$ cat src/rtl/cau_div.sv
// Pipelined restoring divider: q = floor(mag * 2^F / den), one quotient
// bit per stage; ovf flags q >= 2^DW. No package dependencies.
`default_nettype none
module cau_div #(
  parameter int unsigned DW = 16,
  parameter int unsigned F  = 12
) (
  input  wire logic              clk,
  input  wire logic              en,
  input  wire logic [2*DW-1:0]   mag,
  input  wire logic [2*DW-1:0]   den,
  output logic      [DW-1:0]     q,
  output logic                   ovf
);
  localparam int unsigned MW = 2 * DW;
  localparam int unsigned CW = 3 * DW + F;

  logic [CW-1:0] rem_r [0:DW];
  logic [MW-1:0] den_r [0:DW];
  logic [DW-1:0] q_r   [0:DW];
  logic          ovf_r [0:DW];
  logic [CW-1:0] num_w, lim_w;

  assign num_w = CW'(mag) << F;
  assign lim_w = CW'(den) << DW;

  always_ff @(posedge clk) begin
    if (en) begin
      rem_r[0] <= num_w;
      den_r[0] <= den;
      q_r[0]   <= '0;
      ovf_r[0] <= (num_w >= lim_w);
    end
  end

  for (genvar k = 1; k <= DW; k++) begin : g_stage
    logic [CW-1:0] dsh;
    logic          take;
    assign dsh  = CW'(den_r[k-1]) << (DW - k);
    assign take = (rem_r[k-1] >= dsh);
    always_ff @(posedge clk) begin
      if (en) begin
        rem_r[k] <= take ? rem_r[k-1] - dsh : rem_r[k-1];
        den_r[k] <= den_r[k-1];
        q_r[k]   <= q_r[k-1] | (take ? (DW'(1) << (DW - k)) : '0);
        ovf_r[k] <= ovf_r[k-1];
      end
    end
  end

  assign q   = q_r[DW];
  assign ovf = ovf_r[DW];

endmodule
`default_nettype wire

$ cat config.mk
export PLATFORM = sky130hd
export DESIGN_NAME = cau_div
export DESIGN_NICKNAME = d
export VERILOG_FILES = /design/src/rtl/cau_div.sv
export SDC_FILE = /design/constraint.sdc
export NUM_CORES = 2
export LEC_CHECK = 0
export BUFFER_PORTS_ARGS = -buffer_cell sky130_fd_sc_hd__buf_2
export CAP_MARGIN = 10
export CORE_MARGIN = 2
export CORE_UTILIZATION = 45
export CTS_CLUSTER_DIAMETER = 200
export DETAILED_ROUTE_END_ITERATION = 10
export SLEW_MARGIN = 30
export SYNTH_ARGS = -nofsm -noshare
export SYNTH_HDL_FRONTEND = slang
export SYNTH_SLANG_ARGS = --single-unit
$ cat constraint.sdc
create_clock -name clk -period 4.1 [get_ports clk]
set_input_delay 0.205 -clock clk [delete_from_list [all_inputs] [get_ports clk]]
set_output_delay 0.205 -clock clk [all_outputs]
set_load 0.02 [all_outputs]
==> Yosys cells after proc, flatten, opt, wreduce, memory -nomap -nowiden <==
Memory sizes are Yosys's and may differ from the RTL's.
Index checks and enable logic that the tools add are counted.
{ "classes": {"order_cmp": 17, "n_bitwise": 16, "n_addsub": 16, "mux": 34} }
{ "op_table": {"columns": ["op", "n"], "rows": [
  ["$mux W60", 16],
  ["$ge A60 B32 Y1", 1],
  ["$ge A60 B33 Y1", 1],
  ["$ge A60 B34 Y1", 1],
  ["$ge A60 B35 Y1", 1],
  ["$ge A60 B36 Y1", 1],
  ["$ge A60 B37 Y1", 1],
  ["$ge A60 B38 Y1", 1],
  ["$ge A60 B39 Y1", 1],
  ["$ge A60 B40 Y1", 1],
  ["$ge A60 B41 Y1", 1],
  ["$ge A60 B42 Y1", 1],
  ["$ge A60 B43 Y1", 1],
  ["$ge A60 B44 Y1", 1],
  ["$ge A60 B45 Y1", 1],
  ["$ge A60 B46 Y1", 1],
  ["$ge A60 B47 Y1", 1],
  ["$sub A60 B32 Y60", 1],
  ["$sub A60 B33 Y60", 1],
  ["$sub A60 B34 Y60", 1],
  ["$sub A60 B35 Y60", 1],
  ["$sub A60 B36 Y60", 1],
  ["$sub A60 B37 Y60", 1],
  ["$sub A60 B38 Y60", 1],
  ["42 further kinds", 44]
]} }
{ "totals": {"n_memories": 4, "in_bits": 66, "ramBits": 1853, "regBits": 0} }
{ "memory_table": {"columns": ["name", "depth", "width", "rd", "rd_clocked_by_memory_dff", "write_ports", "line_no", "source"], "rows": [
  ["rem_r", 17, 60, 16, 0, 17, "18", "logic [CW-1:0] rem_r [0:DW];"],
  ["den_r", 17, 32, 16, 0, 17, "19", "logic [MW-1:0] den_r [0:DW];"],
  ["q_r", 17, 16, 17, 0, 17, "20", "logic [DW-1:0] q_r [0:DW];"],
  ["ovf_r", 17, 1, 17, 0, 17, "21", "logic ovf_r [0:DW];"]
]} }

==> Logic depth before layout (Yosys ltp) <==
An unclocked memory read counts as a cell.
{ "logic_depth": {"depth_word": 4, "mapped_depth": 15} }

==> Worst setup path before layout <==
Ideal clock, no wire load.
{ "synth_path": {"path_kind": "register -> register", "from": "memory rem_r[0][842] in the netlist's numbering", "to": "memory rem_r[0][957] in the netlist's numbering, data pin", "path_slack_ns": 0.372, "stages_incl_launch_ff": 12, "arrival_time_ns": 3.462, "path_cell_list": "edfxtp_1 -> fa_1 -> a21o_1 -> a221oi_1 -> o211a_1 -> o21bai_1 -> or4_1 -> a311o_1 -> a2111oi_2 -> nand2_1 -> nor3_1 -> xor2_1"} }
{ "synth_rtl": {"columns": ["item", "line_no"], "rows": [
  ["start, declared", "18"]
]} }

==> results_dict.tcl <==
set metrics [dict create \
    nNetsFinal 8964 \
    cts_buffers 171 \
    ys_top_cells_by_area "edfxtp_1, ha_1, a21oi_1" \
    gp_congestion 0.956 \
    placedCellCount 10603 \
    cts_tree "done" \
    holdCritPathClass "in2reg" \
    start_util 0.453 \
    crit_chain "buf_4 > ha_1 > ha_1 > nand3_1 > or4_1 > buf_4 > or4_1 > nand4_1 > nor3_1 > o211a_2 > inv_2 > nand2_2 > buf_4 > a211oi_1 > buf_4 > nand4_1 > xnor2_1" \
    skew_ps 26.4 \
    ant_nets 0 \
    coreArea_mm2 0.188 \
    antenna_cells 0 \
    tightest_slew_ps 841 \
    path_max_fanout 3 \
    slowest_stage "or4_1" \
    grt_pass1_vias 62580 \
    slowest_delay_ps 540 \
    h-tree-depth 4 \
    fin_crit_sh 0.975 \
    ir_drop_mv 0.341 \
    drt-total-wl_um 206000 \
    crit_type "reg2reg" \
    synthTopCellsByCount "edfxtp_1, a21oi_1, inv_1" \
    syn_avg_cell_area_um2 10.8 \
    synthesis.area_mm2 0.0852 \
    hold_violations 0 \
    portBuffers 82 \
    setup_tns_ps 0 \
    synth_edf_count 1483 \
    area_growth_syn_to_layout_pct 13.8 \
    avgRoutedWirePerCell_um 18.8 \
    drtIter0Drc 3122 \
    yosysMostFrequentCell "edfxtp_1" \
    cp.required_ps 4640 \
    cpMostUsedCell "buf_4" \
    overflow 0 \
    drv_slew 0 \
    ys_warn_count 0 \
    cp.arrival_ps 4530 \
    drive_above_1_share 0.103 \
    viasPerCell 5.47 \
    period_needed_ps 4000 \
    cts.path.max_buffers 3 \
    dr_total_vias 60039 \
    synth_top_area_cell "edfxtp_1" \
    setup_viol_count_final 0 \
    cts.clk_slew.worst_paths_ps 60 \
    status "finished, final reports clean" \
    grt_usage 0.213 \
    die_x_um 439 \
    max-cap-violations 0 \
    fp.dieH_um 439 \
    post-dp-hpwl_um 161000 \
    insertion_delay_ps 800 \
    antenna_found_initial 0 \
    drc 0 \
    synth-seq-cells 1483 \
    dieArea_mm2 0.193 \
    end_kind "flip-flop" \
    synthDistinctLibCells 88 \
    synth_ff_type "edfxtp_1" \
    synth-seq-area-share 0.523 \
    fmax_ghz 0.250 \
    grt_max_degree 161 \
    clkSinkCount 1483 \
    synth_cells 7901 \
    p_per_area_mw_per_mm2 645 \
    async_flop_share 0 \
    cts_root_buffer "clkbuf_16" \
    grt_pass1_wl_um 325000 \
    syn_nets 8518 \
    relSlewSlack 0.440 \
    critPathLaunchType "flip-flop" \
    drtPass1Iterations 6 \
    synth_top_area_share 0.523 \
    rows 159 \
    leakagePower_nw 38.5 \
    ios 83 \
    stdcell_count 10974 \
]
-- layout by cell type (no fill, tap or decap), drive strengths merged, types with 73 or more instances in the layout --
master     n
a21o     249
a21oi    701
buf      464
clkbuf   220
edfxtp  1483
ha       536
inv      687
mux2      94
nand2    526
nand2b    85
nand3    150
nand4    139
nor2     602
nor2b     77
nor3     165
nor4     117
o21a      73
o21ai    428
xnor2    350
xor2     334
-- flip-flops by register name, summed over array words and instances, names as in the netlist --
signal  count
rem_r     818
den_r     512
q_r       136
ovf_r      17
-- final cells by class --
cell class | instances | area (um2)
Fill cell | 16480 | 91000
Tap cell | 2495 | 3120
Clock buffer | 220 | 4570
Clock inverter | 85 | 712
Inverter | 683 | 2560
Timing Repair Buffer | 529 | 4150
Sequential cell | 1483 | 44500
Multi-Input combinational cell | 5479 | 37300
-- final timing paths --
path / slack, ps / startpoint / depth (start not counted) / to
hold reg to reg: 410 / q_r[0][151] / 0 / q_r[0][167]
setup / recovery: 100 / rem_r[0][842] / 17 / rem_r[0][956]
setup reg to reg: 100 / rem_r[0][842] / 17 / rem_r[0][956]
hold / removal: 130 / mag[20] / 2 / rem_r[0][32]
-- logic make-up (layout without fill, tap and decap cells) --
family                   Yosys count  in the layout  synth area share
AND/OR/NAND/NOR                 2207           2207             0.128
AO/OA/AOI/OAI                   1937           1937             0.141
flip-flops                      1483           1483             0.523
buffers and inverters            939           1517            0.0421
XOR/XNOR                         684            684            0.0703
adder cells (fa/ha/maj)          551            551            0.0822
multiplexers                     100            100            0.0131
-- repair_timing --
action / CTS / global route
buffers inserted: 0 / 1
setup endpoints to repair: 8 / 50
resized for setup: 4 / 23
hold buffers: 65 / 0
pin swaps: 1 / 6
endpoints found under the hold margin: 102 / 0
-- stage by stage --
step | setup WS, ps | area [um2] | util | total power (W) | hold slack (ps)
after global placement | -130 | 90900 | 0.484 | 0.0476 | 395
after detailed placement | -161 | 90900 | 0.484 | 0.0479 | 398
after CTS | 11.1 | 96900 | 0.515 | 0.0627 | 57.3
final | 102 | 97000 | 0.516 | 0.0625 | 128
after floorplan | 372 | 85200 | - | 0.0401 | 304
after global routing | -19.8 | 97000 | 0.516 | 0.0665 | 86.5
-- power breakdown --
| group | total, W | leakage [nW] | internal, W | switching [W] |
|---|---|---|---|---|
| Sequential | 0.0230 | 14.4 | 0.0211 | 0.00196 |
| Clock | 0.0144 | 2.58 | 0.00849 | 0.00590 |
| Combinational | 0.0251 | 21.6 | 0.0108 | 0.0143 |
| Total | 0.0625 | 38.5 | 0.0404 | 0.0221 |
-- routing by layer --
layer / global-route usage / wire length [um] / part of all wire
met3: 0.0265 / 5670 / 0.028
met4: 0.154 / 16500 / 0.080
met2: 0.426 / 114000 / 0.55
met1: 0.193 / 70100 / 0.34
met5: 0 / 0 / 0
-- critical path, delay by kind of cell (launching register included) --
kind | cells | cell delay, ps
compound gates | 2 | 500
xor+xnor | 1 | 160
fa+ha+maj | 2 | 430
buf+inv | 5 | 790
flops | 1 | 420
simple gates | 7 | 1440
No activity file was read; power rests on OpenSTA's default activity.
