### src/rtl/cau_pkg.sv
// Package for the complex arithmetic unit: opcodes, status codes,
// default widths and the control word passed between pipeline parts.
// No dependencies.
`default_nettype none
package cau_pkg;

  localparam int unsigned DATA_WIDTH_DEF = 16;
  localparam int unsigned FRAC_BITS_DEF  = 12;

  typedef enum logic [1:0] {
    OP_ADD = 2'd0,
    OP_SUB = 2'd1,
    OP_MUL = 2'd2,
    OP_DIV = 2'd3
  } op_t;

  typedef enum logic [1:0] {
    ST_OK   = 2'd0,
    ST_SAT  = 2'd1,
    ST_DIV0 = 2'd2,
    ST_RSVD = 2'd3
  } status_t;

  typedef struct packed {
    logic vld;
    op_t  op;
  } ctl_t;

endpackage
`default_nettype wire

### src/rtl/cau_front.sv
// Front end: stage 1 forms all products and the add/sub sums, stage 2
// combines products into sign/magnitude parts and the divisor |b|^2.
// Depends on cau_pkg.
`default_nettype none
module cau_front #(
  parameter int unsigned DW = 16
) (
  input  wire logic                 clk,
  input  wire logic                 rst_n,
  input  wire logic                 en,
  input  wire logic                 in_vld,
  input  wire logic [1:0]           in_op,
  input  wire logic signed [DW-1:0] a_re,
  input  wire logic signed [DW-1:0] a_im,
  input  wire logic signed [DW-1:0] b_re,
  input  wire logic signed [DW-1:0] b_im,
  output cau_pkg::ctl_t             ctl_o,
  output logic signed [DW:0]        as_re_o,
  output logic signed [DW:0]        as_im_o,
  output logic                      neg_re_o,
  output logic                      neg_im_o,
  output logic [2*DW-1:0]           mag_re_o,
  output logic [2*DW-1:0]           mag_im_o,
  output logic [2*DW-1:0]           den_o
);
  import cau_pkg::*;

  localparam int unsigned MW = 2 * DW;

  ctl_t                 ctl1_r, ctl2_r;
  logic signed [DW:0]   as_re1_r, as_im1_r, as_re2_r, as_im2_r;
  logic signed [MW-1:0] p_rr_r, p_ii_r, p_ri_r, p_ir_r, d_rr_r, d_ii_r;
  logic signed [DW:0]   ar_x, ai_x, br_x, bi_x;
  logic signed [MW:0]   re_w, im_w;
  logic                 neg_re_r, neg_im_r;
  logic [MW-1:0]        mag_re_r, mag_im_r, den_r;

  assign ar_x = {a_re[DW-1], a_re};
  assign ai_x = {a_im[DW-1], a_im};
  assign br_x = {b_re[DW-1], b_re};
  assign bi_x = {b_im[DW-1], b_im};

  always_comb begin
    if (ctl1_r.op == OP_MUL) begin
      re_w = {p_rr_r[MW-1], p_rr_r} - {p_ii_r[MW-1], p_ii_r};
      im_w = {p_ri_r[MW-1], p_ri_r} + {p_ir_r[MW-1], p_ir_r};
    end else begin
      // divide: a * conj(b)
      re_w = {p_rr_r[MW-1], p_rr_r} + {p_ii_r[MW-1], p_ii_r};
      im_w = {p_ir_r[MW-1], p_ir_r} - {p_ri_r[MW-1], p_ri_r};
    end
  end

  always_ff @(posedge clk) begin
    if (!rst_n) begin
      ctl1_r <= '0;
      ctl2_r <= '0;
    end else if (en) begin
      ctl1_r <= '{vld: in_vld, op: op_t'(in_op)};
      ctl2_r <= ctl1_r;
    end
  end

  always_ff @(posedge clk) begin
    if (en) begin
      as_re1_r <= (op_t'(in_op) == OP_SUB) ? ar_x - br_x : ar_x + br_x;
      as_im1_r <= (op_t'(in_op) == OP_SUB) ? ai_x - bi_x : ai_x + bi_x;
      p_rr_r   <= MW'(a_re * b_re);
      p_ii_r   <= MW'(a_im * b_im);
      p_ri_r   <= MW'(a_re * b_im);
      p_ir_r   <= MW'(a_im * b_re);
      d_rr_r   <= MW'(b_re * b_re);
      d_ii_r   <= MW'(b_im * b_im);
      as_re2_r <= as_re1_r;
      as_im2_r <= as_im1_r;
      neg_re_r <= re_w[MW];
      neg_im_r <= im_w[MW];
      mag_re_r <= re_w[MW] ? MW'(-re_w) : re_w[MW-1:0];
      mag_im_r <= im_w[MW] ? MW'(-im_w) : im_w[MW-1:0];
      den_r    <= d_rr_r + d_ii_r;
    end
  end

  assign ctl_o    = ctl2_r;
  assign as_re_o  = as_re2_r;
  assign as_im_o  = as_im2_r;
  assign neg_re_o = neg_re_r;
  assign neg_im_o = neg_im_r;
  assign mag_re_o = mag_re_r;
  assign mag_im_o = mag_im_r;
  assign den_o    = den_r;

endmodule
`default_nettype wire

### config.mk
export PLATFORM = sky130hd
export DESIGN_NAME = cau_front
export DESIGN_NICKNAME = d
export VERILOG_FILES = /design/src/rtl/cau_pkg.sv /design/src/rtl/cau_front.sv
export SDC_FILE = /design/constraint.sdc
export NUM_CORES = 2
export LEC_CHECK = 0
export ABC_AREA = 1
export BUFFER_PORTS_ARGS = -buffer_cell sky130_fd_sc_hd__buf_2
export CAP_MARGIN = 20
export CELL_PAD_IN_SITES_DETAIL_PLACEMENT = 0
export CELL_PAD_IN_SITES_GLOBAL_PLACEMENT = 1
export CORE_ASPECT_RATIO = 0.75
export CORE_MARGIN = 4
export CORE_UTILIZATION = 54
export CTS_BUF_LIST = sky130_fd_sc_hd__clkbuf_8 sky130_fd_sc_hd__clkbuf_16
export CTS_CLUSTER_SIZE = 28
export DETAILED_ROUTE_END_ITERATION = 7
export GPL_ROUTABILITY_DRIVEN = 0
export PLACE_DENSITY = 0.87
export SLEW_MARGIN = 0
export SYNTH_ARGS = -nofsm -noshare
export SYNTH_HDL_FRONTEND = slang
export SYNTH_SLANG_ARGS = --single-unit
### constraint.sdc
create_clock -name clk -period 15.66 [get_ports clk]
set_input_delay 0.783 -clock clk [delete_from_list [all_inputs] [get_ports clk]]
set_output_delay 0.783 -clock clk [all_outputs]
set_load 0.02 [all_outputs]
# Word level (Yosys, flattened, before mapping)
# Index checks and enable logic that the tools add are counted.
[totals] ff_bits=364 latch_bits=0 mem_bits_rw=0 rom_bits=0 out_inout_bits=135 wordCells=44 n_memories=0
[classes] add_sub_neg=11 multipliers=6 n_div=0 order_cmp=0 n_eq_ne=2 n_shift=0 n_mux=6 bitwise_logic=0 reduce_logical=0
[op_table] cell="$mul 16x16->32" n=6
[op_table] cell="$add 32x32->33" n=2
[op_table] cell="$mux 33" n=2
[op_table] cell="$sub 32x32->33" n=2
[op_table] cell="$mux 32" n=2
[op_table] cell="$neg 32->32" n=2
[op_table] cell="$add 16x16->17" n=2
[op_table] cell="$mux 17" n=2
[op_table] cell="$sub 16x16->17" n=2
[op_table] cell="$add 32x32->32" n=1
[op_table] cell="$eq 2x1->1 const B" n=1
[op_table] cell="$eq 2x2->1 const B" n=1

# Depth between registers and ports, before layout
[logic_depth] ltp_word=4 depth_mapped=30 depth_no_buf=30

# Worst setup path after synthesis
# OpenSTA, ideal clock, no wires.
[synth_timing] path_type="input port to flip-flop" start="input b_im[3]" end="register d_ii_r[28], data pin" setup_time_ns=0.265 t_arrival_ns=6.316 required_time_ns=15.395 path_slack_ns=9.079 stages=22 path_cell_list="clkbuf_1 > clkbuf_1 > buf_1 > nand2_1 > fa_1 > fa_1 > fa_1 > inv_1 > fa_1 > fa_1 > inv_1 > fa_1 > inv_1 > ha_1 > a21oi_1 > o21ai_0 > a21oi_1 > nand3_1 > a21o_1 > a21boi_0 > o21ai_0 > xor2_1"
[synth_via] elab_chain_len=1
[synth_rtl] item="from (decl)" line_no="cau_front.sv:16" source="input wire logic signed [DW-1:0] b_im,"
[synth_rtl] item="$mul 16x16->32" line_no="cau_front.sv:73" source="d_ii_r <= MW'(b_im * b_im);"
[synth_rtl] item="to (signal assigned)" line_no="cau_front.sv:73"
[synth_rtl] item="to (decl)" line_no="cau_front.sv:32" source="logic signed [MW-1:0] p_rr_r, p_ii_r, p_ri_r, p_ir_r, d_rr_r, d_ii_r;"
# No other way between the ends.
# A chain may end at the register's enable or synchronous reset.

# Final worst setup path
[layout_timing] start="input b_im[15]" end="register p_ri_r[29], data pin"
[layout_via] elab_chain_len=1
[layout_rtl] item="$mul 16x16->32" line_no="cau_front.sv:70" source="p_ri_r <= MW'(a_re * b_im);"
[layout_rtl] item="to (signal assigned)" line_no="cau_front.sv:70"
[layout_rtl] item="to (decl)" line_no="cau_front.sv:32"
# No other way between the ends.

==> impl_results.rst <==
.. list-table::
   :header-rows: 1

   * - Metric
     - Value
   * - Status
     - complete, no violations
   * - Die outline height
     - 345.1 um
   * - Register bit count reported by yosys
     - 362
   * - Total Routing Usage GR
     - 29.06%
   * - Antenna-violating nets left
     - 0
   * - Max_slew headroom
     - 28.88%
   * - Startpoint type of the worst setup path
     - input pin
   * - Later-pin clock latency in the skew report
     - 0.66 ns
   * - First-iteration detailed-routing DRC count
     - 5,333
   * - Number of cells produced by synthesis
     - 9,998
   * - Detailed placer's ending HPWL
     - 176.0 mm
   * - EDFF count, synth
     - 356
   * - Clock Pin Slew Worst Setup and Hold Paths
     - 0.06 ns
   * - Proportion of synthesized area in mux cells
     - 0%
   * - Unrepaired setup endpoints after global routing
     - no
   * - Accumulated negative setup slack
     - 0 ns
   * - Proportion of layout cells with a drive suffix above 1
     - 4.075%
   * - Endpoint class of the critical path
     - flop
   * - Share of synthesized registers carrying an async set or reset
     - 0%
   * - Top FF cell, synth
     - sky130_fd_sc_hd__edfxtp_1
   * - Die Outline Area
     - 0.1578 mm2
   * - Via/cell ratio
     - 5.250
   * - Fill cell instance count of the final layout
     - 13,749
   * - Layout net count
     - 12,266
   * - Post-synthesis net count
     - 12,236
   * - First-pass GRT wire length
     - 363.7 mm
   * - Antenna violations before repair
     - 10
   * - Fin crit share
     - 46.83%
   * - Total vias in the final route
     - 63,352
   * - Area growth from synthesis to final layout
     - 5.428%
   * - Post-Syn Area
     - 0.08181 mm2
   * - Average routed wire per standard cell
     - 18.40 um
   * - Number of hold violations in the final report
     - 0
   * - Io pins
     - 205
   * - Final global-route overflow total
     - 0
   * - Post-synthesis area per instance
     - 8.182 um2
   * - Core area
     - 0.1502 mm2
   * - Max-slew violation count
     - 0
   * - Post-CTS repair timing setup buffer count
     - 0
   * - CTS tree
     - built
   * - Starting density of the core
     - 54.46%
   * - Worst setup path class
     - input pin to flop
   * - Sequential-to-total area share from yosys stat
     - 13.21%
   * - Count of standard-cell rows
     - 123
   * - Maximum clock frequency
     - 136.4 MHz
   * - Xor and xnor fraction of the mapped netlist area
     - 4.910%
   * - Number of buffers on the longest clock path
     - 3
   * - Post-route clock skew
     - 0.03312 ns
   * - Share of the synthesized area in the top cell type
     - 37.20%
   * - Worst Hold Class
     - input pin to flop
   * - Minimum clock period after layout
     - 7.333 ns
   * - Total wire length after detailed routing
     - 222.1 mm
   * - Simple-gate area share of the yosys netlist
     - 15.87%
   * - Total of hold buffers inserted after clock tree synthesis
     - 0
   * - Floorplan die width
     - 457.4 um
   * - Most area-hungry cell type in the Yosys netlist
     - sky130_fd_sc_hd__fa_1
   * - Top cells by instance count after synthesis
     - sky130_fd_sc_hd__inv_1, sky130_fd_sc_hd__nand2_1, sky130_fd_sc_hd__fa_1
   * - Max cap viols
     - 0
   * - Final routed DRC violation total
     - 0
   * - Largest net degree at the start of global routing
     - 71
   * - Synthesized-area fraction occupied by ao, oa, aoi and oai cells
     - 4.394%
   * - Inserted Clock Buffers
     - 45
   * - Maximum fanout count along the critical path
     - 31
   * - Number of I/O port buffers
     - 204
   * - Post-synthesis cell type count
     - 54
   * - Most repeated cell in the gate-level netlist after synthesis
     - sky130_fd_sc_hd__inv_1
   * - Vias in the first global route
     - 66,299
   * - Final Setup Violations
     - 0
   * - Ranking of synthesized cells by area
     - sky130_fd_sc_hd__fa_1, sky130_fd_sc_hd__inv_1, sky130_fd_sc_hd__edfxtp_1, sky130_fd_sc_hd__nand2_1, sky130_fd_sc_hd__ha_1
   * - Endpoint required time on the critical path
     - 16.07 ns
   * - H-tree lvl count
     - 2
   * - Library cell used as clock root buffer
     - sky130_fd_sc_hd__clkbuf_16
   * - Worst setup slack for register-to-register paths
     - 10.10 ns
   * - Main combinational cell family by area after synthesis
     - adder cells
   * - Number of clock sinks seen by CTS
     - 362
   * - Post-CTS Resized
     - 0
   * - Number of detailed-route iterations in the first pass
     - 8
   * - Synth warnings
     - 0
   * - Data arrival, critical path
     - 7.74 ns
   * - Adder-cell share of the synthesized area
     - 47.11%
   * - Slew at the pin closest to its max-slew limit
     - 1.067 ns
-- state kept, by name, summed over array words and instances (netlist names), 3 cells and up --
signal    cells
den_o        32
mag_im_o     32
mag_re_o     32
p_ii_r       32
p_ir_r       32
p_ri_r       32
p_rr_r       32
d_ii_r       31
d_rr_r       31
as_im1_r     17
as_im_o      17
as_re1_r     17
as_re_o      17
ctl1_r        3
ctl_o         3
-- cell usage in the layout, fill, tap and decap left out, drive strengths merged, types with 24 or more instances in the layout --
master	count
clkbuf	46
a21oi	310
nor2	471
nand3	204
nand4	93
xor2	291
a31oi	24
inv	2870
xnor2	165
edfxtp	356
ha	648
buf	271
nor3	53
fa	1520
nand2	2330
a21o	35
o21ai	176
-- worst max-delay path, stage by stage --
cell	delay, ns
sky130_fd_sc_hd__buf_2	0.07
sky130_fd_sc_hd__buf_4	0.39
sky130_fd_sc_hd__clkinv_1	0.93
sky130_fd_sc_hd__buf_4	0.56
sky130_fd_sc_hd__or2_2	0.32
sky130_fd_sc_hd__fa_1	0.45
sky130_fd_sc_hd__fa_1	0.54
sky130_fd_sc_hd__fa_1	0.44
sky130_fd_sc_hd__fa_1	0.53
sky130_fd_sc_hd__fa_1	0.43
sky130_fd_sc_hd__fa_1	0.49
sky130_fd_sc_hd__inv_1	0.04
sky130_fd_sc_hd__ha_1	0.34
sky130_fd_sc_hd__nand2_1	0.13
sky130_fd_sc_hd__nor4_1	0.54
sky130_fd_sc_hd__o21ai_0	0.18
sky130_fd_sc_hd__nand3_1	0.16
sky130_fd_sc_hd__a21o_1	0.17
sky130_fd_sc_hd__a31oi_1	0.10
sky130_fd_sc_hd__xnor2_1	0.13
-- metrics by stage --
stage / cells / hold WS [ns] / setup WS [ns] / util [%] / cell area [um2]
2_1_floorplan: 9998 / 0.4003 / 9.079 / - / 81810
3_3_place_gp: 11981 / 0.4051 / 7.773 / 56.41 / 84730
3_5_place_dp: 11981 / 0.4045 / 7.721 / 56.41 / 84730
4_1_cts: 12062 / 0.3257 / 8.440 / 57.41 / 86230
5_1_grt: 12064 / 0.3642 / 7.988 / 57.41 / 86240
6_report: 12068 / 0.3755 / 8.327 / 57.42 / 86250
-- logic make-up (layout without fill, tap and decap cells) --
group           after synthesis  count (layout)
fa+ha+maj                  2168            2168
xor+xnor                    456             456
other cells                   0               6
buf+inv                    3152            3216
compound gates              639             639
flops                       362             362
simple gates               3221            3221
-- layout make-up --
class,count,area (um2),area share (%)
Multi-Input combinational cell,6484,59130,68.56
Sequential cell,362,10810,12.53
Inverter,2864,10750,12.46
Tap cell,2000,2502,2.901
Timing Repair Buffer,271,1534,1.779
Clock buffer,46,1151,1.335
Clock inverter,35,350.3,0.4062
Antenna cell,6,15.01,0.01741
-- final timing paths --
kind                       end  cells past startpoint         start
setup reg to reg  mag_im_o[21]                     24     ctl1_r[1]
hold reg to reg    as_re_o[10]                      0  as_re1_r[10]
hold / removal       ctl1_r[2]                      3        in_vld
setup / recovery    p_ri_r[29]                     20      b_im[15]
-- routing by layer --
layer / vias up / global-route usage (%) / part of all wire (%)
met1: 31316 / 41.45 / 44
li1: 29330 / - / -
met5: - / 0 / 0.015
met2: 2367 / 45.66 / 45
met3: 333 / 6.153 / 9.3
met4: 6 / 6.920 / 2.3
Power is not shown: default switching activity piles up to over one toggle a cycle in this logic, so the estimate is an artifact.
